**config.mk**
```make
export PLATFORM = sky130hd
export DESIGN_NAME = word_clock_phrase_builder
export DESIGN_NICKNAME = d
export VERILOG_FILES = /design/src/wcpb_pkg.sv /design/src/wcpb_regs.sv /design/src/wcpb_phrase.sv /design/src/wcpb_serializer.sv /design/src/word_clock_phrase_builder.sv
export SDC_FILE = /design/constraint.sdc
export NUM_CORES = 1
export LEC_CHECK = 0
export BUFFER_PORTS_ARGS = -buffer_cell sky130_fd_sc_hd__buf_2
export CORE_MARGIN = 2
export CORE_UTILIZATION = 37
export DETAILED_ROUTE_END_ITERATION = 7
export GPL_TIMING_DRIVEN = 0
export PLACE_DENSITY = 0.65
export SLEW_MARGIN = 15
export SYNTH_ARGS = -nofsm -noshare
export SYNTH_HDL_FRONTEND = slang
export SYNTH_SLANG_ARGS = --single-unit
```
**constraint.sdc**
```tcl
create_clock -name clk -period 10.9 [get_ports clk]
set_clock_uncertainty 0.2 [all_clocks]
set_input_delay 2.18 -clock clk [delete_from_list [all_inputs] [get_ports clk]]
set_output_delay 2.18 -clock clk [all_outputs]
set_load 0.05 [all_outputs]
```
**src/wcpb_pkg.sv**
```systemverilog
// Shared types and constants for the word clock phrase builder.
// Word codes, configuration layout and the phrase record. No dependencies.
package wcpb_pkg;

  localparam int unsigned MaxWords = 7;

  typedef logic [5:0] word_t;
  typedef logic [2:0] wcount_t;

  // word codes
  localparam word_t W_NOON      = 6'd0;
  localparam word_t W_MIDNIGHT  = 6'd1;
  localparam word_t W_NIGHT     = 6'd2;
  localparam word_t W_DAWN      = 6'd3;
  localparam word_t W_MORNING   = 6'd4;
  localparam word_t W_FORENOON  = 6'd5;
  localparam word_t W_AFTERNOON = 6'd6;
  localparam word_t W_EVENING   = 6'd7;
  localparam word_t W_QUARTER   = 6'd8;
  localparam word_t W_HALF      = 6'd9;
  localparam word_t W_THREEQ    = 6'd10;
  localparam word_t W_HOUR1     = 6'd11;
  localparam word_t W_MIN1      = 6'd23;
  localparam word_t W_PAST      = 6'd31;
  localparam word_t W_PASTSFX   = 6'd32;
  localparam word_t W_WILLBE    = 6'd33;
  localparam word_t W_MINUTE    = 6'd34;
  localparam word_t W_FROMNOW   = 6'd35;

  // register indexes
  localparam logic [2:0] REG_DAWN     = 3'd0;
  localparam logic [2:0] REG_MORNING  = 3'd1;
  localparam logic [2:0] REG_FORENOON = 3'd2;
  localparam logic [2:0] REG_NOON     = 3'd3;
  localparam logic [2:0] REG_EVENING  = 3'd4;

  // reset values
  localparam logic [4:0] RST_DAWN     = 5'd4;
  localparam logic [4:0] RST_MORNING  = 5'd6;
  localparam logic [4:0] RST_FORENOON = 5'd10;
  localparam logic [4:0] RST_NOON     = 5'd12;
  localparam logic [4:0] RST_EVENING  = 5'd18;

  typedef struct packed {
    logic [4:0] dawn_start;
    logic [4:0] morning_start;
    logic [4:0] forenoon_start;
    logic [4:0] noon_start;
    logic [4:0] evening_start;
  } cfg_t;

  typedef struct packed {
    word_t [MaxWords-1:0] words;
    wcount_t              count;
  } phrase_t;

  typedef struct packed {
    logic busy;     // phrase buffer holds words
    logic loading;  // phrase buffer takes a new phrase this cycle
  } ser_stat_t;

endpackage

```
**src/wcpb_regs.sv**
```systemverilog
// APB configuration registers: the five day-period boundaries.
// Depends on wcpb_pkg.
module wcpb_regs import wcpb_pkg::*; (
  input  logic        clk,
  input  logic        rst,
  input  logic        psel,
  input  logic        penable,
  input  logic        pwrite,
  input  logic [4:0]  paddr,
  input  logic [31:0] pwdata,
  output logic [31:0] prdata,
  output logic        pready,
  output cfg_t        cfg
);

  logic       wr;
  logic [2:0] idx;

  assign pready = 1'b1;
  assign wr     = psel && penable && pwrite;
  assign idx    = paddr[4:2];

  always_ff @(posedge clk) begin
    if (rst) begin
      cfg.dawn_start     <= RST_DAWN;
      cfg.morning_start  <= RST_MORNING;
      cfg.forenoon_start <= RST_FORENOON;
      cfg.noon_start     <= RST_NOON;
      cfg.evening_start  <= RST_EVENING;
    end else if (wr) begin
      unique case (idx)
        REG_DAWN:     cfg.dawn_start     <= pwdata[4:0];
        REG_MORNING:  cfg.morning_start  <= pwdata[4:0];
        REG_FORENOON: cfg.forenoon_start <= pwdata[4:0];
        REG_NOON:     cfg.noon_start     <= pwdata[4:0];
        REG_EVENING:  cfg.evening_start  <= pwdata[4:0];
        default: ;
      endcase
    end
  end

  always_comb begin
    prdata = 32'd0;
    unique case (idx)
      REG_DAWN:     prdata = {27'd0, cfg.dawn_start};
      REG_MORNING:  prdata = {27'd0, cfg.morning_start};
      REG_FORENOON: prdata = {27'd0, cfg.forenoon_start};
      REG_NOON:     prdata = {27'd0, cfg.noon_start};
      REG_EVENING:  prdata = {27'd0, cfg.evening_start};
      default:      prdata = 32'd0;
    endcase
  end

endmodule

```
**src/wcpb_phrase.sv**
```systemverilog
// Combinational phrase builder: hour and minute to a packed list of word codes.
// Depends on wcpb_pkg.
module wcpb_phrase import wcpb_pkg::*; (
  input  logic [4:0] hour_in,
  input  logic [5:0] minute_in,
  input  cfg_t       cfg,
  output phrase_t    phrase
);

  localparam logic [2:0] A_WHOLE = 3'd0;
  localparam logic [2:0] A_QTR   = 3'd1;
  localparam logic [2:0] A_HALF  = 3'd2;
  localparam logic [2:0] A_THREE = 3'd3;
  localparam logic [2:0] A_NEXT  = 3'd4;

  logic [4:0] hour, shown;
  logic [5:0] minute, target, diff;
  logic [2:0] anchor;
  logic [3:0] num;
  logic       whole;
  word_t      period;

  always_comb begin
    hour   = (hour_in >= 5'd24) ? hour_in - 5'd24 : hour_in;
    minute = (minute_in > 6'd59) ? 6'd59 : minute_in;

    priority if (minute <= 6'd8) begin
      anchor = A_WHOLE; target = 6'd0;
    end else if (minute <= 6'd23) begin
      anchor = A_QTR;   target = 6'd15;
    end else if (minute <= 6'd38) begin
      anchor = A_HALF;  target = 6'd30;
    end else if (minute <= 6'd53) begin
      anchor = A_THREE; target = 6'd45;
    end else begin
      anchor = A_NEXT;  target = 6'd60;
    end

    if (anchor == A_WHOLE) shown = hour;
    else                   shown = (hour == 5'd23) ? 5'd0 : hour + 5'd1;
    whole = (anchor == A_WHOLE) || (anchor == A_NEXT);

    if (shown > 5'd12)      num = 4'(shown - 5'd12);
    else if (shown == 5'd0) num = 4'd12;
    else                    num = shown[3:0];

    // day period from the actual hour, first match wins
    priority if (hour < cfg.dawn_start)          period = W_NIGHT;
    else if (hour < cfg.morning_start)           period = W_DAWN;
    else if (hour < cfg.forenoon_start)          period = W_MORNING;
    else if (hour < cfg.noon_start)              period = W_FORENOON;
    else if (hour == 5'd12)                      period = W_AFTERNOON;
    else if (hour > 5'd12 && hour < cfg.evening_start) period = W_AFTERNOON;
    else                                         period = W_EVENING;

    diff = (minute > target) ? minute - target : target - minute;
  end

  always_comb begin
    word_t [MaxWords-1:0] w;
    wcount_t              n;
    w = '0;
    n = '0;
    if (shown != 5'd0 && shown != 5'd12) begin
      w[n] = period; n = n + 3'd1;
    end
    unique case (anchor)
      A_QTR:   begin w[n] = W_QUARTER; n = n + 3'd1; end
      A_HALF:  begin w[n] = W_HALF;    n = n + 3'd1; end
      A_THREE: begin w[n] = W_THREEQ;  n = n + 3'd1; end
      default: ;
    endcase
    if (whole && shown == 5'd12)     w[n] = W_NOON;
    else if (whole && shown == 5'd0) w[n] = W_MIDNIGHT;
    else                             w[n] = W_HOUR1 + {2'd0, num} - 6'd1;
    n = n + 3'd1;
    if (minute > target) begin
      w[n] = W_PAST;                  n = n + 3'd1;
      w[n] = W_MIN1 + diff - 6'd1;    n = n + 3'd1;
      w[n] = W_PASTSFX;               n = n + 3'd1;
    end else if (minute < target) begin
      w[n] = W_WILLBE;                n = n + 3'd1;
      w[n] = W_MIN1 + diff - 6'd1;    n = n + 3'd1;
      w[n] = W_MINUTE;                n = n + 3'd1;
      w[n] = W_FROMNOW;               n = n + 3'd1;
    end
    phrase.words = w;
    phrase.count = n;
  end

endmodule

```
**src/wcpb_serializer.sv**
```systemverilog
// Phrase buffer and word sequencer: holds one built phrase and sends its words
// one transfer per cycle while m_tready is high. Depends on wcpb_pkg.
module wcpb_serializer import wcpb_pkg::*; (
  input  logic      clk,
  input  logic      rst,
  input  logic      phrase_valid,
  input  phrase_t   phrase,
  output logic      phrase_take,
  output logic      m_tvalid,
  input  logic      m_tready,
  output logic [7:0] m_tdata,
  output logic      m_tlast,
  output ser_stat_t stat
);

  word_t [MaxWords-1:0] words;
  wcount_t              count;
  logic                 busy;
  logic [2:0]           idx;
  logic                 xfer;

  assign m_tvalid = busy;
  assign m_tlast  = (idx == count - 3'd1);
  assign m_tdata  = {2'd0, words[idx]};
  assign xfer     = busy && m_tready;

  // refill when empty or when the final word leaves this cycle
  assign phrase_take = phrase_valid && (!busy || (xfer && m_tlast));

  assign stat.busy    = busy;
  assign stat.loading = phrase_take;

  always_ff @(posedge clk) begin
    if (rst) begin
      busy <= 1'b0;
      idx  <= '0;
    end else if (phrase_take) begin
      busy <= 1'b1;
      idx  <= '0;
    end else if (xfer) begin
      if (m_tlast) begin
        busy <= 1'b0;
        idx  <= '0;
      end else begin
        idx <= idx + 3'd1;
      end
    end
  end

  always_ff @(posedge clk) begin
    if (phrase_take) begin
      words <= phrase.words;
      count <= phrase.count;
    end
  end

endmodule

```
**src/word_clock_phrase_builder.sv**
```systemverilog
// Word clock phrase builder: one input transfer (hour, minute) yields a phrase of
// one to seven word codes in Hungarian quarter-hour phrasing, sent one word per
// output transfer with tlast on the final word. An accepted item sits in an input
// register, the phrase is built combinationally from it and loaded into the phrase
// buffer, which drives the output port directly. The next item is taken into the
// input register while the current phrase drains and is loaded with no bubble as
// the last word leaves, so the output port, which sends one word per cycle while
// m_tready is high, sets the sustained throughput. From an empty buffer, an item
// passes through the input register and then the phrase buffer before its first
// word appears on the output. Day-period boundaries are set through the APB port
// (registers at byte addresses 0, 4, 8, 12, 16) and should only be written while
// the block is idle.
// Depends on wcpb_pkg, wcpb_regs, wcpb_phrase, wcpb_serializer.
module word_clock_phrase_builder import wcpb_pkg::*; (
  input  logic        clk,
  input  logic        rst,
  // APB configuration
  input  logic        psel,
  input  logic        penable,
  input  logic        pwrite,
  input  logic [4:0]  paddr,
  input  logic [31:0] pwdata,
  output logic [31:0] prdata,
  output logic        pready,
  // input stream
  input  logic        s_tvalid,
  output logic        s_tready,
  input  logic [15:0] s_tdata,  // [4:0] hour_in, [10:5] minute_in, [15:11] zero
  // output stream
  output logic        m_tvalid,
  input  logic        m_tready,
  output logic [7:0]  m_tdata,  // [5:0] word_code, [7:6] zero
  output logic        m_tlast   // last_word
);

  cfg_t       cfg;
  phrase_t    phrase;
  ser_stat_t  stat;
  logic       in_valid;
  logic [4:0] hour;
  logic [5:0] minute;
  logic       phrase_take;
  logic       s_xfer;

  wcpb_regs u_regs (
    .clk     (clk),
    .rst     (rst),
    .psel    (psel),
    .penable (penable),
    .pwrite  (pwrite),
    .paddr   (paddr),
    .pwdata  (pwdata),
    .prdata  (prdata),
    .pready  (pready),
    .cfg     (cfg)
  );

  // Input register: freed when its item moves into the phrase buffer
  assign s_tready = !in_valid || phrase_take;
  assign s_xfer   = s_tvalid && s_tready;

  always_ff @(posedge clk) begin
    if (rst) begin
      in_valid <= 1'b0;
    end else if (s_xfer) begin
      in_valid <= 1'b1;
    end else if (phrase_take) begin
      in_valid <= 1'b0;
    end
  end

  always_ff @(posedge clk) begin
    if (s_xfer) begin
      hour   <= s_tdata[4:0];
      minute <= s_tdata[10:5];
    end
  end

  wcpb_phrase u_phrase (
    .hour_in   (hour),
    .minute_in (minute),
    .cfg       (cfg),
    .phrase    (phrase)
  );

  wcpb_serializer u_ser (
    .clk          (clk),
    .rst          (rst),
    .phrase_valid (in_valid),
    .phrase       (phrase),
    .phrase_take  (phrase_take),
    .m_tvalid     (m_tvalid),
    .m_tready     (m_tready),
    .m_tdata      (m_tdata),
    .m_tlast      (m_tlast),
    .stat         (stat)
  );

  // An empty input register always takes a transfer
  a_empty_ready: assert property (@(posedge clk) disable iff (rst)
    !in_valid |-> s_tready)
    else $error("input register empty but not ready");

  // A phrase never ends before its final word
  a_no_drop: assert property (@(posedge clk) disable iff (rst)
    (m_tvalid && m_tready && !m_tlast) |=> m_tvalid)
    else $error("phrase dropped before last word");

  // A waiting item follows the last word with no bubble
  a_no_bubble: assert property (@(posedge clk) disable iff (rst)
    (m_tvalid && m_tready && m_tlast && in_valid) |=> (m_tvalid && $past(stat.loading)))
    else $error("bubble between phrases");

  // The buffer loads only when empty or draining its last word
  a_load_ok: assert property (@(posedge clk) disable iff (rst)
    stat.loading |-> (!stat.busy || (m_tready && m_tlast)))
    else $error("phrase buffer overwritten");

endmodule
```
Word level (Yosys, flattened, before mapping)
Index checks and enable logic that the tools add are counted.
{"block": "classes", "bitwise_logic": 29, "n_eq_ne": 13, "n_addsub": 17, "n_reduce_logical": 36, "n_mux": 55, "n_lt_le_gt_ge": 28}
{"operator": "$mux W42", "n": 4}
{"operator": "$bwmux W42", "n": 3}
{"operator": "$pmux W42 S3", "n": 1}
{"operator": "$not A28 Y28", "n": 4}
{"operator": "$demux W6 S3", "n": 6}
{"operator": "$mux W6", "n": 18}
{"operator": "$not A35 Y35", "n": 3}
{"operator": "$and A35 B35 Y35", "n": 2}
{"operator": "$and A28 B28 Y28", "n": 2}
{"operator": "$and A4 B28 Y28", "n": 2}
{"operator": "$and A42 B42 Y42", "n": 1}
{"operator": "$not A42 Y42", "n": 1}
{"operator": "$and A5 B35 Y35", "n": 1}
{"operator": "$or A35 B35 Y35", "n": 1}
{"operator": "$or A14 B14 Y14", "n": 2}
{"operator": "$or A2 B14 Y14", "n": 2}
{"operator": "$lt A5 B5 Y1", "n": 5}
{"operator": "$pmux W5 S5", "n": 1}
{"operator": "$lt A3 B4 Y1 const B", "n": 6}
{"operator": "$mux W3", "n": 8}
{"operator": "$and A21 B21 Y21", "n": 1}
{"operator": "$not A21 Y21", "n": 1}
{"operator": "$or A21 B21 Y21", "n": 1}
{"operator": "$mux W5", "n": 4}
{"operator": "45 further kinds", "n": 98}
{"block": "word_totals", "out_inout_bits": 44, "input_bits": 60, "ff_bits": 86}

Depth between registers and ports, before layout
{"block": "depth", "depth_word": 28, "depth_mapped": 21, "depth_no_buf": 20}

Cells and area by module
From an unflattened synthesis, not the netlist that was laid out.
{"block": "unflattened", "hier_cells": 770, "area_unflattened_um2": 6911.6}
{"module": "wcpb_phrase", "cells_per_inst": 482, "area_each_um2": 3034.2, "instances": 1}
{"module": "wcpb_serializer", "cells_per_inst": 117, "area_each_um2": 2020.7, "instances": 1}
{"module": "wcpb_regs", "cells_per_inst": 155, "area_each_um2": 1471.4, "instances": 1}
{"module": "word_clock_phrase_builder", "cells_per_inst": 16, "area_each_um2": 385.4, "instances": 1}

Worst setup path after synthesis
No wires, ideal clock.
{"block": "synth_path", "kind": "input port to output port", "start": "input paddr[2]", "end": "output prdata[0]", "slack_ns": 4.833, "stages": 4, "required_time_ns": 8.520, "t_arrival_ns": 3.687, "path_cell_list": "buf_1 nor2b_1 a22oi_1 o22ai_1"}
{"block": "synth_between", "elab_chain_cells": 2, "elab_cells_between_ends": 6}
{"item": "from (decl)", "line_no": "word_clock_phrase_builder.sv:21", "rtl": "input logic [4:0] paddr,"}
{"item": "$eq A3 B3 Y1, or another cell as far along", "line_no": "wcpb_regs.sv:44", "rtl": "unique case (idx)"}
{"item": "$pmux W5 S5 *", "line_no": "wcpb_regs.sv:44"}
{"item": "to (decl)", "line_no": "word_clock_phrase_builder.sv:23", "rtl": "output logic [31:0] prdata,"}
Every way passes the cells marked *; elsewhere a longest branch is shown, timed or not.

Final worst setup path
{"block": "layout_path", "start": "input paddr[2]", "end": "output prdata[4]"}
Same word-level chain as after synthesis.

==> results.txt <==
status -> completed
share of cells above drive strength 1 -> 15.4%
1st-iter DRT viols -> 428
GRT Residual Overflow -> 0
Synth area leader -> edfxtp_1
antenna cells -> 0
Crit Path Class -> in2out
CP required -> 8.52 ns
setup slack, reg-to-reg -> 5.32 ns
endpoint class of the critical path -> primary output
Hold Path Sink -> u_ser.m_tvalid
Antenna Violating Nets Remaining -> 0
Root Buffer -> clkbuf_16
setup TNS -> 0 ns
Worst Path Max Fanout -> 10
Initial Util -> 37.8%
Seq cells post-synth -> 86
initial antenna violation count -> 0
Slew HR -> 20.7%
Comb power frac -> 33.1%
CTS clock-pin slew for the worst setup and hold paths -> 0.06 ns
Max IR drop VDD -> 86.3 uV
largest net degree at the start of global routing -> 31
post-synthesis sequential area ratio -> 34.9%
gr usage total -> 18.2%
Int Power -> 709 uW
Tmin final -> 6.15 ns
first-pass GRT wire length -> 26.4 mm
Total Nets Final -> 911
residual DRC count -> 0
Worst EP arrival -> 3.77 ns
placed cell count -> 1014
Seq pwr share -> 35.6%
slew at the pin closest to its max-slew limit -> 1.18 ns
fin crit share -> 56.4%
hold_sp -> in_valid
YS warnings -> 0
XOR/XNOR share of the synthesized area -> 2.13%
unrepaired setup endpoints after global routing -> no
WL per Instance -> 15.6 um
Post-CTS Setup Inserts -> 0
worst-case clock buffer depth -> 2
number of synthesized flops with an enable pin -> 56
Fin. Hold Viols -> 0
Non-Filler Instances -> 1030
clock share of power -> 31.3%
Compound-Gate Fraction of Synth Area -> 21.3%
proportion of synthesized area in mux cells -> 8.48%
Mapped Avg Cell Area -> 9.12 um^2
vias post-DR -> 5389
worst hold stages -> 2
Synth cell types -> 86
worst hold path class -> reg2reg
H-tree levels -> 3
Synth async-reset ratio -> 0%
die area -> 18700 um^2
Detailed Route WL -> 16.0 mm
Final setup viols -> 0
area growth from synthesis to layout -> 14.6%
Pre-antenna DRT Iters -> 6
top-area cell type share of the netlist area -> 25.7%
Chip Height -> 137 um
CTS tree -> yes
cts bufs inserted -> 9
Die W -> 137 um
total power -> 1090 uW
Switching Share -> 34.7%
# rows -> 48
Ports -> 104
Worst Setup Start Kind -> input pin
fmax -> 0.163 GHz
gp weighted congestion -> 0.988
I/O Buffers -> 38
post-synthesis adder-cell area fraction -> 10.0%
pwr dens -> 145 nW/um^2
Net Switching -> 378 uW
synthesized cell area -> 6530 um^2
# resized after CTS -> 0
max_cap viols -> 0
area of the core -> 17300 um^2
vias in the first global route -> 5119
Worst R2R Path Depth -> 20
Clock Sinks -> 86
Final Max Tran Viols -> 0
main flop type after synthesis -> edfxtp_1
CTS Hold Bufs -> 0
worst skew pair latency -> 0.35 ns
via density per instance -> 5.23
largest cells by area after synthesis -> edfxtp_1 (26%), ha_1 (9.4%), dfxtp_1 (9.2%)
Setup crit start -> paddr[2]
Post-Synth Simple-Gate Area -> 14.3%
leakage -> 0.00324 uW
Cells after Synth -> 716
DP HPWL -> 12.2 mm
main combinational cell family by area after synthesis -> compound AO/OA/AOI/OAI gates
Critical R2R Capture -> u_ser.words[15]
reg-to-reg startpoint -> hour[1]
==> cells in the mapped netlist (13+ instances only) <==
master	number
dfxtp_1	30
nor2_1	78
edfxtp_1	56
clkbuf_1	25
ha_1	49
nand3_1	13
inv_1	54
mux2i_1	37
buf_4	31
nand2_1	45
a21oi_1	70
a21o_1	18
o21ai_0	22
nand2b_1	14
==> worst max-delay path: stages <==
cell,delay (ns)
buf_2,0.10
buf_1,0.48
nor2b_1,0.35
a22oi_1,0.13
o22ai_1,0.22
buf_2,0.30
==> power by group through the flow <==
stage          Sequential (uW)  Combinational (uW)  Clock, uW
2_1_floorplan              392                 267          0
3_3_place_gp               394                 351          0
3_5_place_dp               394                 353          0
4_1_cts                    387                 356        349
5_1_grt                    389                 395        361
6_report                   387                 360        340
==> state kept, by name, summed over array words and instances, names as in the netlist <==
name / flops
hour: 5
u_ser.m_tvalid: 1
minute: 6
u_ser.words: 42
u_regs.cfg: 25
in_valid: 1
u_ser.idx: 3
u_ser.count: 3
==> metal layers <==
metal  global-route usage, %  up-vias  share of wire, %  routed length, um
met2                    28.2      207                44               7100
met1                    25.0     2467                46               7350
met5                       0        -                 0                  0
met3                    3.78       27               7.7               1230
li1                        -     2688                 -                  -
met4                    6.82        0               2.2                352
==> cells in the final DEF (no fill, tap or decap), drive strengths merged, types with 4 or more instances in the layout <==
master  Yosys  final
nor2b       7      7
o21ai      24     24
dfxtp      30     30
o32ai       4      4
nand2b     14     14
mux2i      38     38
inv        55     59
a21boi      4      4
conb        2     36
o31ai       7      7
nand2      46     46
o21a        4      4
and3        5      5
buf        36     75
o211ai     10     10
a22oi       7      7
edfxtp     56     56
nor3       11     11
a21o       19     19
o22ai      12     12
mux4        6      6
nor2       78     78
clkbuf     25     34
or2         5      5
and2        6      6
ha         49     49
a21oi      72     72
xnor2      13     13
o221ai      4      4
nand3      13     13
a31oi       6      6
==> kinds of logic (layout without fill, tap and decap cells) <==
logic type / after synthesis / count (layout)
compound gates: 200 / 200
simple gates: 198 / 198
buf+inv: 118 / 173
flops: 86 / 86
fa+ha+maj: 51 / 51
mux: 46 / 46
xor+xnor: 15 / 15
other cells: 2 / 36
==> how the worst max path moves through the flow <==
stage / endpoint / depth (start not counted) / slack (ns)
detailed placement: prdata[4] / 6 / 4.75
CTS: prdata[4] / 6 / 4.75
finish: prdata[4] / 6 / 4.75
global placement: prdata[4] / 6 / 4.74
global route: prdata[4] / 6 / 4.65
floorplan: prdata[0] / 4 / 4.83
==> per-stage QoR <==
stage               hold WS, ns  utilization, %  cell area [um^2]  setup WS [ns]
global route              0.360            43.3              7490           4.65
CTS                       0.321            43.3              7490           4.75
global placement          0.303            41.2              7130           4.74
detailed placement        0.299            41.4              7160           4.75
finish                    0.317            43.3              7490           4.75
floorplan                 0.259               -              6660           4.83
==> final cells by class <==
cell class,count,area (um^2)
fill,1695,9810
clock buffer,9,225
multi-input combinational,546,3810
tap,225,282
clock inverter,7,103
buffer,62,363
inverter,56,210
sequential,86,2280
timing repair buffer,39,210
No activity file was read; power rests on OpenSTA's default activity.
